File: config.mk
export PLATFORM = sky130hd
export DESIGN_NAME = gamepad_remap_with_hold_detect
export DESIGN_NICKNAME = d
export VERILOG_FILES = /design/src/hw/rtl/gprhd_pkg.sv /design/src/hw/rtl/gprhd_axis.sv /design/src/hw/rtl/gprhd_stick.sv /design/src/hw/rtl/gprhd_select.sv /design/src/hw/rtl/gamepad_remap_with_hold_detect.sv
export VERILOG_INCLUDE_DIRS = /design/src /design/src/hw/rtl
export SDC_FILE = /design/constraint.sdc
export NUM_CORES = 1
export LEC_CHECK = 0
export BUFFER_PORTS_ARGS = -buffer_cell sky130_fd_sc_hd__buf_2
export CAP_MARGIN = 20
export CORE_MARGIN = 4
export CORE_UTILIZATION = 40
export CTS_CLUSTER_SIZE = 30
export DETAILED_ROUTE_END_ITERATION = 8
export GPL_TIMING_DRIVEN = 0
export SYNTH_ARGS = -nofsm -noshare
export SYNTH_HDL_FRONTEND = slang
export SYNTH_SLANG_ARGS = --single-unit
export TNS_END_PERCENT = 10
File: constraint.sdc
create_clock -name clk -period 17.8 [get_ports clk]
set_input_delay 0.89 -clock clk [delete_from_list [all_inputs] [get_ports clk]]
set_output_delay 0.89 -clock clk [all_outputs]
set_load 0.05 [all_outputs]
File: src/hw/rtl/assert_macros.svh
// Assertion macros shared by the gamepad remap RTL.
`ifndef ASSERT_MACROS_SVH
`define ASSERT_MACROS_SVH

`ifndef NO_ASSERTIONS

// Property must hold at every rising edge outside reset.
`define GPR_ASSERT(lbl, clk, rst_n, prop) \
  lbl: assert property (@(posedge clk) disable iff (!rst_n) prop) \
    else $error("gamepad remap: assertion failed");

// Condition must never be true outside reset.
`define GPR_NEVER(lbl, clk, rst_n, cond) \
  lbl: assert property (@(posedge clk) disable iff (!rst_n) !(cond)) \
    else $error("gamepad remap: forbidden condition seen");

`else

`define GPR_ASSERT(lbl, clk, rst_n, prop)
`define GPR_NEVER(lbl, clk, rst_n, cond)

`endif

`endif

File: src/hw/rtl/gprhd_pkg.sv
// Shared types, constants and register codes for the gamepad remapper.
package gprhd_pkg;

  // Stick scaling
  localparam int DEADZONE    = 20;
  localparam int AXIS_MAX    = 80;
  localparam int AXIS_DIAG   = 57;
  localparam int AXIS_CENTER = 128;
  localparam int POS_SPAN    = 127 - DEADZONE;
  localparam int NEG_SPAN    = 128 - DEADZONE;

  // Reciprocal multiply: floor(m*80/span) = (m * MULT) >> RECIP_SHIFT, exact for m <= span
  localparam int     RECIP_SHIFT = 30;
  localparam longint POS_RECIP   = ((longint'(1) << RECIP_SHIFT) + POS_SPAN - 1) / POS_SPAN;
  localparam longint NEG_RECIP   = ((longint'(1) << RECIP_SHIFT) + NEG_SPAN - 1) / NEG_SPAN;
  localparam logic [31:0] POS_MULT = 32'(AXIS_MAX * POS_RECIP);
  localparam logic [31:0] NEG_MULT = 32'(AXIS_MAX * NEG_RECIP);

  // Register reset values
  localparam logic [31:0] HOLD_TIME_RESET = 32'd3000000;
  localparam logic [31:0] TAP_TIME_RESET  = 32'd500000;

  // Register index codes (byte address / 4)
  typedef enum logic {
    REG_HOLD_TIME = 1'b0,
    REG_TAP_TIME  = 1'b1
  } cfg_reg_t;

  // D-pad directions from the source pad
  typedef struct packed {
    logic up;
    logic right;
    logic down;
    logic left;
  } dpad_t;

  // Select timer results for the current word
  typedef struct packed {
    logic c_right;
    logic fps;
  } sel_stat_t;

endpackage

File: src/hw/rtl/gprhd_axis.sv
// One stick axis: deadzone and rescale of a raw 8-bit sample to -80..80.
module gprhd_axis
  import gprhd_pkg::*;
(
  input  logic [7:0]        raw,
  output logic signed [7:0] value
);

  logic       positive;
  logic [7:0] mag_c;
  logic [7:0] mag_m;
  logic [31:0] mult;
  logic [39:0] prod;
  logic [7:0] quot;

  // Split into side and distance from center
  always_comb begin
    positive = raw[7];
    mag_c    = positive ? {1'b0, raw[6:0]} : 8'(AXIS_CENTER) - raw;
    mag_m    = (mag_c < 8'(DEADZONE)) ? 8'd0 : mag_c - 8'(DEADZONE);
    mult     = positive ? POS_MULT : NEG_MULT;
  end

  // Scale by 80/span through a reciprocal multiply, truncating toward zero
  assign prod  = {32'd0, mag_m} * {8'd0, mult};
  assign quot  = prod[RECIP_SHIFT +: 8];
  assign value = positive ? $signed(quot) : -$signed(quot);

endmodule

File: src/hw/rtl/gprhd_stick.sv
// Both stick axes with Y inversion and the D-pad override.
module gprhd_stick
  import gprhd_pkg::*;
(
  input  logic [7:0]        raw_x,
  input  logic [7:0]        raw_y,
  input  dpad_t             dpad,
  output logic signed [7:0] stick_x,
  output logic signed [7:0] stick_y
);

  logic signed [7:0] scaled_x;
  logic signed [7:0] scaled_y;
  logic              x_dir;
  logic              y_dir;
  logic signed [7:0] mag;

  gprhd_axis u_axis_x (
    .raw   (raw_x),
    .value (scaled_x)
  );

  gprhd_axis u_axis_y (
    .raw   (raw_y),
    .value (scaled_y)
  );

  // Pick stick or D-pad; opposite directions cancel on their axis
  always_comb begin
    x_dir = dpad.right ^ dpad.left;
    y_dir = dpad.up ^ dpad.down;
    mag   = (x_dir && y_dir) ? 8'(AXIS_DIAG) : 8'(AXIS_MAX);
    if (dpad.up || dpad.right || dpad.down || dpad.left) begin
      if (dpad.right && !dpad.left) begin
        stick_x = mag;
      end else if (dpad.left && !dpad.right) begin
        stick_x = -mag;
      end else begin
        stick_x = 8'sd0;
      end
      if (dpad.up && !dpad.down) begin
        stick_y = mag;
      end else if (dpad.down && !dpad.up) begin
        stick_y = -mag;
      end else begin
        stick_y = 8'sd0;
      end
    end else begin
      stick_x = scaled_x;
      stick_y = -scaled_y;
    end
  end

endmodule

File: src/hw/rtl/gprhd_select.sv
// Select button timer: tap detection and hold toggle of the FPS flag.
`include "assert_macros.svh"

module gprhd_select
  import gprhd_pkg::*;
(
  input  logic        clk,
  input  logic        rst_n,
  input  logic        step,
  input  logic        select_btn,
  input  logic [31:0] now,
  input  logic [31:0] hold_time,
  input  logic [31:0] tap_time,
  output sel_stat_t   stat
);

  logic [31:0] press_start_r, press_start_nxt;
  logic        select_held_r, select_held_nxt;
  logic        hold_armed_r, hold_armed_nxt;
  logic        fps_flag_r, fps_flag_nxt;
  logic [31:0] elapsed;

  assign elapsed = now - press_start_r;

  // Work out the timer update for the word in flight
  always_comb begin
    press_start_nxt = press_start_r;
    select_held_nxt = select_held_r;
    hold_armed_nxt  = hold_armed_r;
    fps_flag_nxt    = fps_flag_r;
    stat.c_right    = 1'b0;
    if (select_btn) begin
      if (!select_held_r) begin
        select_held_nxt = 1'b1;
        press_start_nxt = now;
      end else if (hold_armed_r && (elapsed >= hold_time)) begin
        fps_flag_nxt   = !fps_flag_r;
        hold_armed_nxt = 1'b0;
      end
    end else begin
      stat.c_right    = select_held_r && hold_armed_r && (elapsed < tap_time);
      select_held_nxt = 1'b0;
      press_start_nxt = 32'd0;
      hold_armed_nxt  = 1'b1;
    end
    stat.fps = fps_flag_nxt;
  end

  // Commit only when the word moves to the result register
  always_ff @(posedge clk) begin
    if (!rst_n) begin
      press_start_r <= 32'd0;
      select_held_r <= 1'b0;
      hold_armed_r  <= 1'b1;
      fps_flag_r    <= 1'b0;
    end else if (step) begin
      press_start_r <= press_start_nxt;
      select_held_r <= select_held_nxt;
      hold_armed_r  <= hold_armed_nxt;
      fps_flag_r    <= fps_flag_nxt;
    end
  end

  `GPR_NEVER(a_disarm_needs_press, clk, rst_n, !hold_armed_r && !select_held_r)
  `GPR_ASSERT(a_idle_start_zero, clk, rst_n, !select_held_r |-> (press_start_r == 32'd0))
  `GPR_ASSERT(a_fps_toggle_on_hold, clk, rst_n, ($past(rst_n) && (fps_flag_r != $past(fps_flag_r))) |-> $past(step && select_btn && select_held_r && hold_armed_r))

endmodule

File: src/hw/rtl/gamepad_remap_with_hold_detect.sv
// Top level of the gamepad remapper: stream ports, register port and the two-register pipeline.
// Takes one controller word per clock and returns one pad word for each. A word accepted into
// the input register crosses the button remap, the select timer and the stick scalers (one
// reciprocal multiply per axis) into the result register once that register is free or being
// drained, and is offered on the output stream from there. While a finished result waits, the
// input register can still take one more word; after that in_tready stays low until the result
// is taken. Throughput is one word per cycle whenever the output side takes one per cycle.
// Select timing uses time_us from the word itself; hold_time_us (0x0) and tap_time_us (0x4) are
// written over the APB-style port, and the user must write them only while the stream is idle;
// the block itself has no check for this.
`include "assert_macros.svh"

module gamepad_remap_with_hold_detect
  import gprhd_pkg::*;
(
  input  logic        clk,
  input  logic        rst_n,
  // Input stream
  input  logic        in_tvalid,
  output logic        in_tready,
  input  logic [63:0] in_tdata,   // src_buttons[15:0], raw_x[23:16], raw_y[31:24], time_us[63:32]
  input  logic        in_tuser,   // in_menu[0]
  // Result stream
  output logic        out_tvalid,
  input  logic        out_tready,
  output logic [39:0] out_tdata,  // pad_buttons[15:0], stick_x[23:16], stick_y[31:24],
                                  // fps_shown[32], zero[39:33]
  // Configuration port
  input  logic        cfg_psel,
  input  logic        cfg_penable,
  input  logic        cfg_pwrite,
  input  logic [2:0]  cfg_paddr,
  input  logic [31:0] cfg_pwdata,
  output logic [31:0] cfg_prdata,
  output logic        cfg_pready
);

  logic [31:0] hold_time_r;
  logic [31:0] tap_time_r;
  cfg_reg_t    cfg_sel;
  logic        cfg_wr;

  logic        s1_valid_r;
  logic [15:0] s1_buttons_r;
  logic [7:0]  s1_raw_x_r;
  logic [7:0]  s1_raw_y_r;
  logic [31:0] s1_time_r;
  logic        s1_menu_r;

  logic        out_valid_r, out_valid_nxt;
  logic [15:0] pad_r, pad_nxt;
  logic [7:0]  stick_x_r;
  logic [7:0]  stick_y_r;
  logic        fps_r;

  logic              advance;
  sel_stat_t         sel_stat;
  dpad_t             dpad;
  logic signed [7:0] stick_x;
  logic signed [7:0] stick_y;

  // Register port decode
  assign cfg_pready = 1'b1;
  assign cfg_sel    = cfg_reg_t'(cfg_paddr[2]);
  assign cfg_wr     = cfg_psel && cfg_penable && cfg_pwrite && cfg_pready;

  always_ff @(posedge clk) begin
    if (!rst_n) begin
      hold_time_r <= HOLD_TIME_RESET;
      tap_time_r  <= TAP_TIME_RESET;
    end else if (cfg_wr) begin
      case (cfg_sel)
        REG_HOLD_TIME: hold_time_r <= cfg_pwdata;
        REG_TAP_TIME:  tap_time_r  <= cfg_pwdata;
        default: ;
      endcase
    end
  end

  always_comb begin
    case (cfg_sel)
      REG_HOLD_TIME: cfg_prdata = hold_time_r;
      REG_TAP_TIME:  cfg_prdata = tap_time_r;
      default:       cfg_prdata = 32'd0;
    endcase
  end

  // Pipeline handshake: advance when the result register is free or being drained
  assign advance       = s1_valid_r && (!out_valid_r || out_tready);
  assign in_tready     = !s1_valid_r || advance;
  assign out_valid_nxt = advance || (out_valid_r && !out_tready);

  // Input register
  always_ff @(posedge clk) begin
    if (!rst_n) begin
      s1_valid_r <= 1'b0;
    end else if (in_tready) begin
      s1_valid_r <= in_tvalid;
    end
  end

  always_ff @(posedge clk) begin
    if (in_tvalid && in_tready) begin
      s1_buttons_r <= in_tdata[15:0];
      s1_raw_x_r   <= in_tdata[23:16];
      s1_raw_y_r   <= in_tdata[31:24];
      s1_time_r    <= in_tdata[63:32];
      s1_menu_r    <= in_tuser;
    end
  end

  // Select timer
  gprhd_select u_select (
    .clk        (clk),
    .rst_n      (rst_n),
    .step       (advance),
    .select_btn (s1_buttons_r[0]),
    .now        (s1_time_r),
    .hold_time  (hold_time_r),
    .tap_time   (tap_time_r),
    .stat       (sel_stat)
  );

  // Stick path
  assign dpad.up    = s1_buttons_r[4];
  assign dpad.right = s1_buttons_r[5];
  assign dpad.down  = s1_buttons_r[6];
  assign dpad.left  = s1_buttons_r[7];

  gprhd_stick u_stick (
    .raw_x   (s1_raw_x_r),
    .raw_y   (s1_raw_y_r),
    .dpad    (dpad),
    .stick_x (stick_x),
    .stick_y (stick_y)
  );

  // Button remap to the target pad word
  always_comb begin
    pad_nxt     = 16'd0;
    pad_nxt[15] = s1_buttons_r[14];
    pad_nxt[14] = s1_buttons_r[15];
    pad_nxt[13] = s1_buttons_r[13] || s1_buttons_r[8];
    pad_nxt[12] = s1_buttons_r[3];
    pad_nxt[11] = s1_buttons_r[4];
    pad_nxt[10] = s1_buttons_r[6];
    pad_nxt[9]  = s1_buttons_r[7];
    pad_nxt[8]  = s1_buttons_r[5];
    pad_nxt[5]  = s1_buttons_r[8] && s1_menu_r;
    pad_nxt[4]  = s1_buttons_r[9];
    pad_nxt[3]  = s1_buttons_r[12];
    pad_nxt[0]  = sel_stat.c_right;
  end

  // Result register
  always_ff @(posedge clk) begin
    if (!rst_n) begin
      out_valid_r <= 1'b0;
    end else begin
      out_valid_r <= out_valid_nxt;
    end
  end

  always_ff @(posedge clk) begin
    if (advance) begin
      pad_r     <= pad_nxt;
      stick_x_r <= stick_x;
      stick_y_r <= stick_y;
      fps_r     <= sel_stat.fps;
    end
  end

  assign out_tvalid = out_valid_r;
  assign out_tdata  = {7'd0, fps_r, stick_y_r, stick_x_r, pad_r};

  `GPR_ASSERT(a_stall_blocks_input, clk, rst_n, (s1_valid_r && out_valid_r && !out_tready) |-> !in_tready)
  `GPR_ASSERT(a_empty_stage_ready, clk, rst_n, !s1_valid_r |-> in_tready)
  `GPR_ASSERT(a_advance_fills_out, clk, rst_n, advance |=> out_valid_r)

endmodule

Word-level counts from Yosys, hierarchy flattened

Index checks and enable logic that the tools add are counted.

Register bits after elaboration: 195
Input port bits: 107
Logic and storage cells: 97

Add/subtract/negate cells: 9
Multiply operators: 2
Magnitude comparators: 4
Equal/unequal tests: 3
Muxes and demuxes: 25
Bitwise logic cells: 3
Reductions and logical operators: 33

Operators with widths:

| operator            | count |
|---|---|
| $mux 8              | 12 |
| $mul 8x30->38       | 2 |
| $mux 32             | 2 |
| $pmux 32 s2         | 1 |
| $mux 24             | 2 |
| $ge 32x32->1        | 1 |
| $lt 32x32->1        | 1 |
| $neg 8->8           | 4 |
| $sub 32x32->32      | 1 |
| $lt 8x5->1 const B  | 2 |
| $sub 8x5->8 const B | 2 |
| $sub 8x8->8 const A | 2 |
| $logic_and 1x1->1   | 14 |
| $logic_not 1->1     | 8 |
| $logic_or 1x1->1    | 7 |
| $mux 1              | 7 |
| $mux 7              | 1 |
| $reduce_and 2->1    | 3 |
| $ne 2x1->1 const B  | 2 |
| $reduce_and 3->1    | 1 |
| $ne 2x2->1 const B  | 1 |
| $xor 1x1->1         | 2 |
| $not 1->1           | 1 |

Longest topological paths before layout

Depth after elaboration: 9
Depth in mapped cells: 36

Cells and area by module

From an unflattened synthesis, not the netlist that was laid out.

Cell total of the unflattened synthesis: 2279
Area, all modules: 21375.5 um^2

By module, submodules not included:

| module                         | times used | cells an instance | area an instance (um^2) | seq. area each (um^2) |
|---|---|---|---|---|
| gamepad_remap_with_hold_detect | 1          | 409               | 5853.1                  | 4023.9 |
| gprhd_axis at u_stick.u_axis_x | 1          | 604               | 5282.6                  | 0.0 |
| gprhd_axis at u_stick.u_axis_y | 1          | 617               | 5278.8                  | 0.0 |
| gprhd_select                   | 1          | 573               | 4473.0                  | 700.7 |
| gprhd_stick                    | 1          | 76                | 488.0                   | 0.0 |

Worst setup path after synthesis

OpenSTA, ideal clock, no wires.

Path type: flip-flop to flip-flop
From: register s1_raw_y_r[0]
To: register stick_y_r[7] (data pin)
Library setup time: 265 ps
Data arrival time: 8408 ps
Setup slack: 9127 ps
Cell stages (with the launch flop): 32
Buffers on the path: 2
Clock period less this slack: 8673 ps
Cells stage by stage: edfxtp_1 -> inv_1 -> ha_1 -> nor3b_1 -> or3_1 -> a221o_1 -> buf_2 -> and2_1 -> o21ai_0 -> nand2_1 -> fa_1 -> fa_1 -> fa_1 -> inv_1 -> fa_1 -> ha_1 -> and4_1 -> and3_1 -> nand3_1 -> or4_1 -> a211oi_1 -> nor4_1 -> nor2_1 -> inv_1 -> ha_1 -> clkbuf_1 -> xnor3_1 -> a32oi_1 -> or2_2 -> a211oi_2 -> xnor2_1 -> o21ai_1

Cells in the longest elaborated chain, start to end: 9
Elaborated cells between the ends (all ways): 10
Those cells by class: add/sub: 4; mul: 1; order compare: 1; mux: 4

RTL lines:

| element                                          | RTL line                              | RTL |
|---|---|---|
| from (decl)                                      | gamepad_remap_with_hold_detect.sv:46  | `logic [7:0] s1_raw_y_r;` |
| from (signal assigned)                           | gamepad_remap_with_hold_detect.sv:106 | `s1_raw_y_r <= in_tdata[31:24];` |
| $sub 8x8->8                                      | gprhd_axis.sv:19                      | `mag_c = positive ? {1'b0, raw[6:0]} : 8'(AXIS_CENTER) - raw;` |
| $mux 8 (*)                                       | gprhd_axis.sv:19                      |  |
| $sub 8x5->8 / $lt 8x5->1 (equally long branches) | gprhd_axis.sv:20                      | `mag_m = (mag_c < 8'(DEADZONE)) ? 8'd0 : mag_c - 8'(DEADZONE);` |
| $mux 8 (*)                                       | gprhd_axis.sv:20                      |  |
| $mul 8x30->38 (*)                                | gprhd_axis.sv:25                      | `assign prod = {32'd0, mag_m} * {8'd0, mult};` |
| $neg 8->8                                        | gprhd_axis.sv:27                      | `assign value = positive ? $signed(quot) : -$signed(quot);` |
| $mux 8 (*)                                       | gprhd_axis.sv:27                      |  |
| $neg 8->8 (*)                                    | gprhd_stick.sv:50                     | `stick_y = -scaled_y;` |
| $mux 8 (*)                                       | gprhd_stick.sv:33                     | `if (dpad.up \|\| dpad.right \|\| dpad.down \|\| dpad.left) begin` |
| via stick_y[7]                                   | gamepad_remap_with_hold_detect.sv:60  | `logic signed [7:0] stick_y;` |
| to (signal assigned)                             | gamepad_remap_with_hold_detect.sv:168 | `stick_y_r <= stick_y;` |
| to (decl)                                        | gamepad_remap_with_hold_detect.sv:53  | `logic [7:0] stick_y_r;` |

The timed path passes the listed nets; every way through them passes the cells marked *.
A chain may end at the register's enable or synchronous reset.

Final worst setup path

From: register s1_raw_y_r[0]
To: register stick_y_r[5] (data pin)

Same word-level chain as after synthesis.

==> impl_results.md <==
* CTS max path bufs at 2
* Share of the synthesized area in the top cell type at 0.200
* Post-synth top area cell: fa_1
* CTS clk-pin slew, worst paths at 0.08 ns
* Mux cell area share after synthesis at 0.00354
* Gr ovfl total at 0
* Initial Util at 0.408
* Clk_lat worst skew at 0.48 ns
* Reg2reg path depth at 34
* Commonest non-fill, non-tap cell in the layout: inv_1
* Max Cap Viol at 0
* Metal-1 WL at 24200 um
* Post-synth EDFFs at 90
* Post-synth ARST share at 0
* Initial antenna violation count at 1
* Fillers at 4755
* Post-DP HPWL at 44700 um
* Io pins at 182
* Synth Area in XOR/XNOR at 0.0337
* RSZ-0062 raised after global routing: false
* Number of global-route vias before repair at 16051
* Postcts setup bufs at 0
* Lkg Pwr at 10.6 nW
* Worst flop-to-flop path startpoint: s1_raw_y_r[0]
* VDD IR max at 0.176 mV
* # DRC at 0
* Sequential area share after synthesis at 0.235
* CP endpoint kind: flip-flop
* Die W at 232 um
* Ant. Diodes at 0
* Cell mode on critical path: inv_1
* Post-synth cell types at 76
* Final Cycle Share at 0.548
* Dominant synthesized flop cell: dfxtp_1
* Reg2reg end: stick_y_r[5]
* Max Fanout on Critical Path at 10
* Slew @ Worst Pin at 1.08 ns
* Mapped Area at 20100 um2
* CP startpoint kind: flip-flop
* Complex-gate fraction of the synthesized area at 0.150
* Pin count of the biggest net entering global routing at 36
* Post-CTS Hold Buffers at 0
* CP max stage delay at 0.84 ns
* Routed vias/inst at 5.09
* Syn Area/Cell at 9.22 um2
* Clock sinks at 191
* Post_cts resized at 0
* Crit path max-delay cell type: nor2_1
* Cells after synthesis at 2184
* Max Slew Vio Count at 0
* # setup viols final at 0
* 1st-iter DRT viols at 845
* Die Y at 232 um
* Area grow syn2layout at 11.6%
* Core area at 49400 um2
* CTS H-tree depth at 4
* Pwr dens at 181 nW/um2
* Vias after detailed routing at 15609
* Post-Route WL at 52900 um
* ANT nets after route at 0
* Share of layout cells above drive strength 1 at 0.103
* Synth warnings at 0
* Synth area leaders: fa_1, ha_1, edfxtp_1, dfxtp_1, inv_1
* Met2 wire length at 24400 um
* Final Hold Fails at 0
* Flop2flop setup slack at 8.04 ns
* Die area at 54000 um2
* Root Buffer: clkbuf_16
* CTS tree: built
* Highest Clock Rate at 102 MHz
* Setup_tns at 0 ns
* Hold path depth at 0
* Clock Skews at 0.0102 ns
* CTS buffer count at 17
* DR WL/cell at 17.2 um
* Min-Delay Path Class: flip-flop to flip-flop
* Outcome: finished clean
* Largest family of logic cells by synthesized area: adder cells
* Pre-Repair DR Iteration Count at 7
* Row cnt at 81
* Slew headroom at 0.275
* Fin crit period at 9.76 ns
* Critical Path AT at 10.00 ns
* Highest routed layer: met5
* Register bit total from synthesis at 191
* Synth Area in Simple Gates at 0.124
* Tot Pwr at 4.07 mW
* Worst path required time at 18.05 ns
* PortBufs at 162
* Met3 WL at 2870 um
* CP Capture Point: stick_y_r[5]
* Critical setup path kind: flip-flop to flip-flop
* Synthesized-area fraction occupied by adder cells at 0.362
* Critical Path Source: s1_raw_y_r[0]
* RePlAce Congestion at 0.927
* First-pass GRT wire length at 84700 um
* Most frequent cells in the layout: inv_1, ha_1, nand2_1
* Nets at 2958
* Total Routing Usage GR at 0.201
registers in the layout, indices dropped and copies added, names as in the netlist, 8 cells and up:
signal and flops:
hold_time_r 32, s1_time_r 32, tap_time_r 32, u_select.press_start_r 32, pad_r 12, s1_buttons_r 12, s1_raw_x_r 8, s1_raw_y_r 8
stick_x_r 8, stick_y_r 8
per-stage QoR:
stage          utilization  worst slack, ns  cell area, um2  instances  hold slack (ns)
2_1_floorplan            -             9.13           20200       2200            0.400
3_5_place_dp         0.444             8.01           21900       3032            0.405
3_3_place_gp         0.443             7.36           21800       3026            0.401
5_1_grt              0.456             7.39           22500       3066            0.431
4_1_cts              0.455             7.99           22500       3064            0.422
6_report             0.456             8.04           22500       3066            0.424
how the worst min path moves through the flow:
stage | start | end | slack, ns
final | s1_buttons_r[12] | pad_r[3] | 0.42
after global routing | s1_buttons_r[12] | pad_r[3] | 0.43
after CTS | s1_buttons_r[12] | pad_r[3] | 0.42
after detailed placement | s1_buttons_r[12] | pad_r[3] | 0.41
after global placement | s1_buttons_r[12] | pad_r[3] | 0.40
after floorplan | s1_buttons_r[3] | pad_r[12] | 0.40
routing by layer:
metal	track usage	up-vias
li1	-	7662
met1	0.273	7518
met2	0.324	352
met3	0.0426	75
met4	0.0628	2
met5	0	-
synth_stat cells, types with 18 or more instances:
library cell and count:
nor3_1 18, nand3_1 25, o211ai_1 25, nor2b_1 53
inv_1 402, fa_1 201, a21oi_1 92, a22oi_1 33
ha_1 261, dfxtp_1 101, nand2b_1 23, a21o_1 63
nor2_1 77, nand4_1 21, xor2_1 20, edfxtp_1 90
xnor2_1 53, a21boi_0 51, o21ai_0 81, nand2_1 233
clkbuf_1 53
cells by family (layout without fill, tap and decap cells):
kind of cell | count (synthesis) | count (layout)
other cells | 2 | 18
compound gates | 448 | 448
flops | 191 | 191
mux | 7 | 7
buf+inv | 476 | 678
fa+ha+maj | 462 | 462
simple gates | 523 | 523
xor+xnor | 75 | 75
critical path: cells and delay by family (launching register included):
kind            cells  cell delay (ns)
xor+xnor            2             0.38
buf+inv             7             1.01
flops               1             0.49
simple gates       13             3.98
fa+ha+maj           7             2.60
compound gates      5             1.06
power breakdown:
part           switching (mW)  internal, mW  total [mW]
Clock                   0.196         0.184       0.380
Combinational            1.88          1.31        3.19
Sequential             0.0120         0.484       0.496
cell type report:
cell class	instances	area, um2	area share
timing repair buffer	170	892	0.0397
multi-input combinational	1533	13600	0.607
inverter	402	1510	0.0671
buffer	74	338	0.0150
tap	664	831	0.0369
sequential	191	4720	0.210
clock buffer	18	429	0.0191
clock inverter	14	124	0.00551
Note: power is estimated with default switching activity, not from simulation.
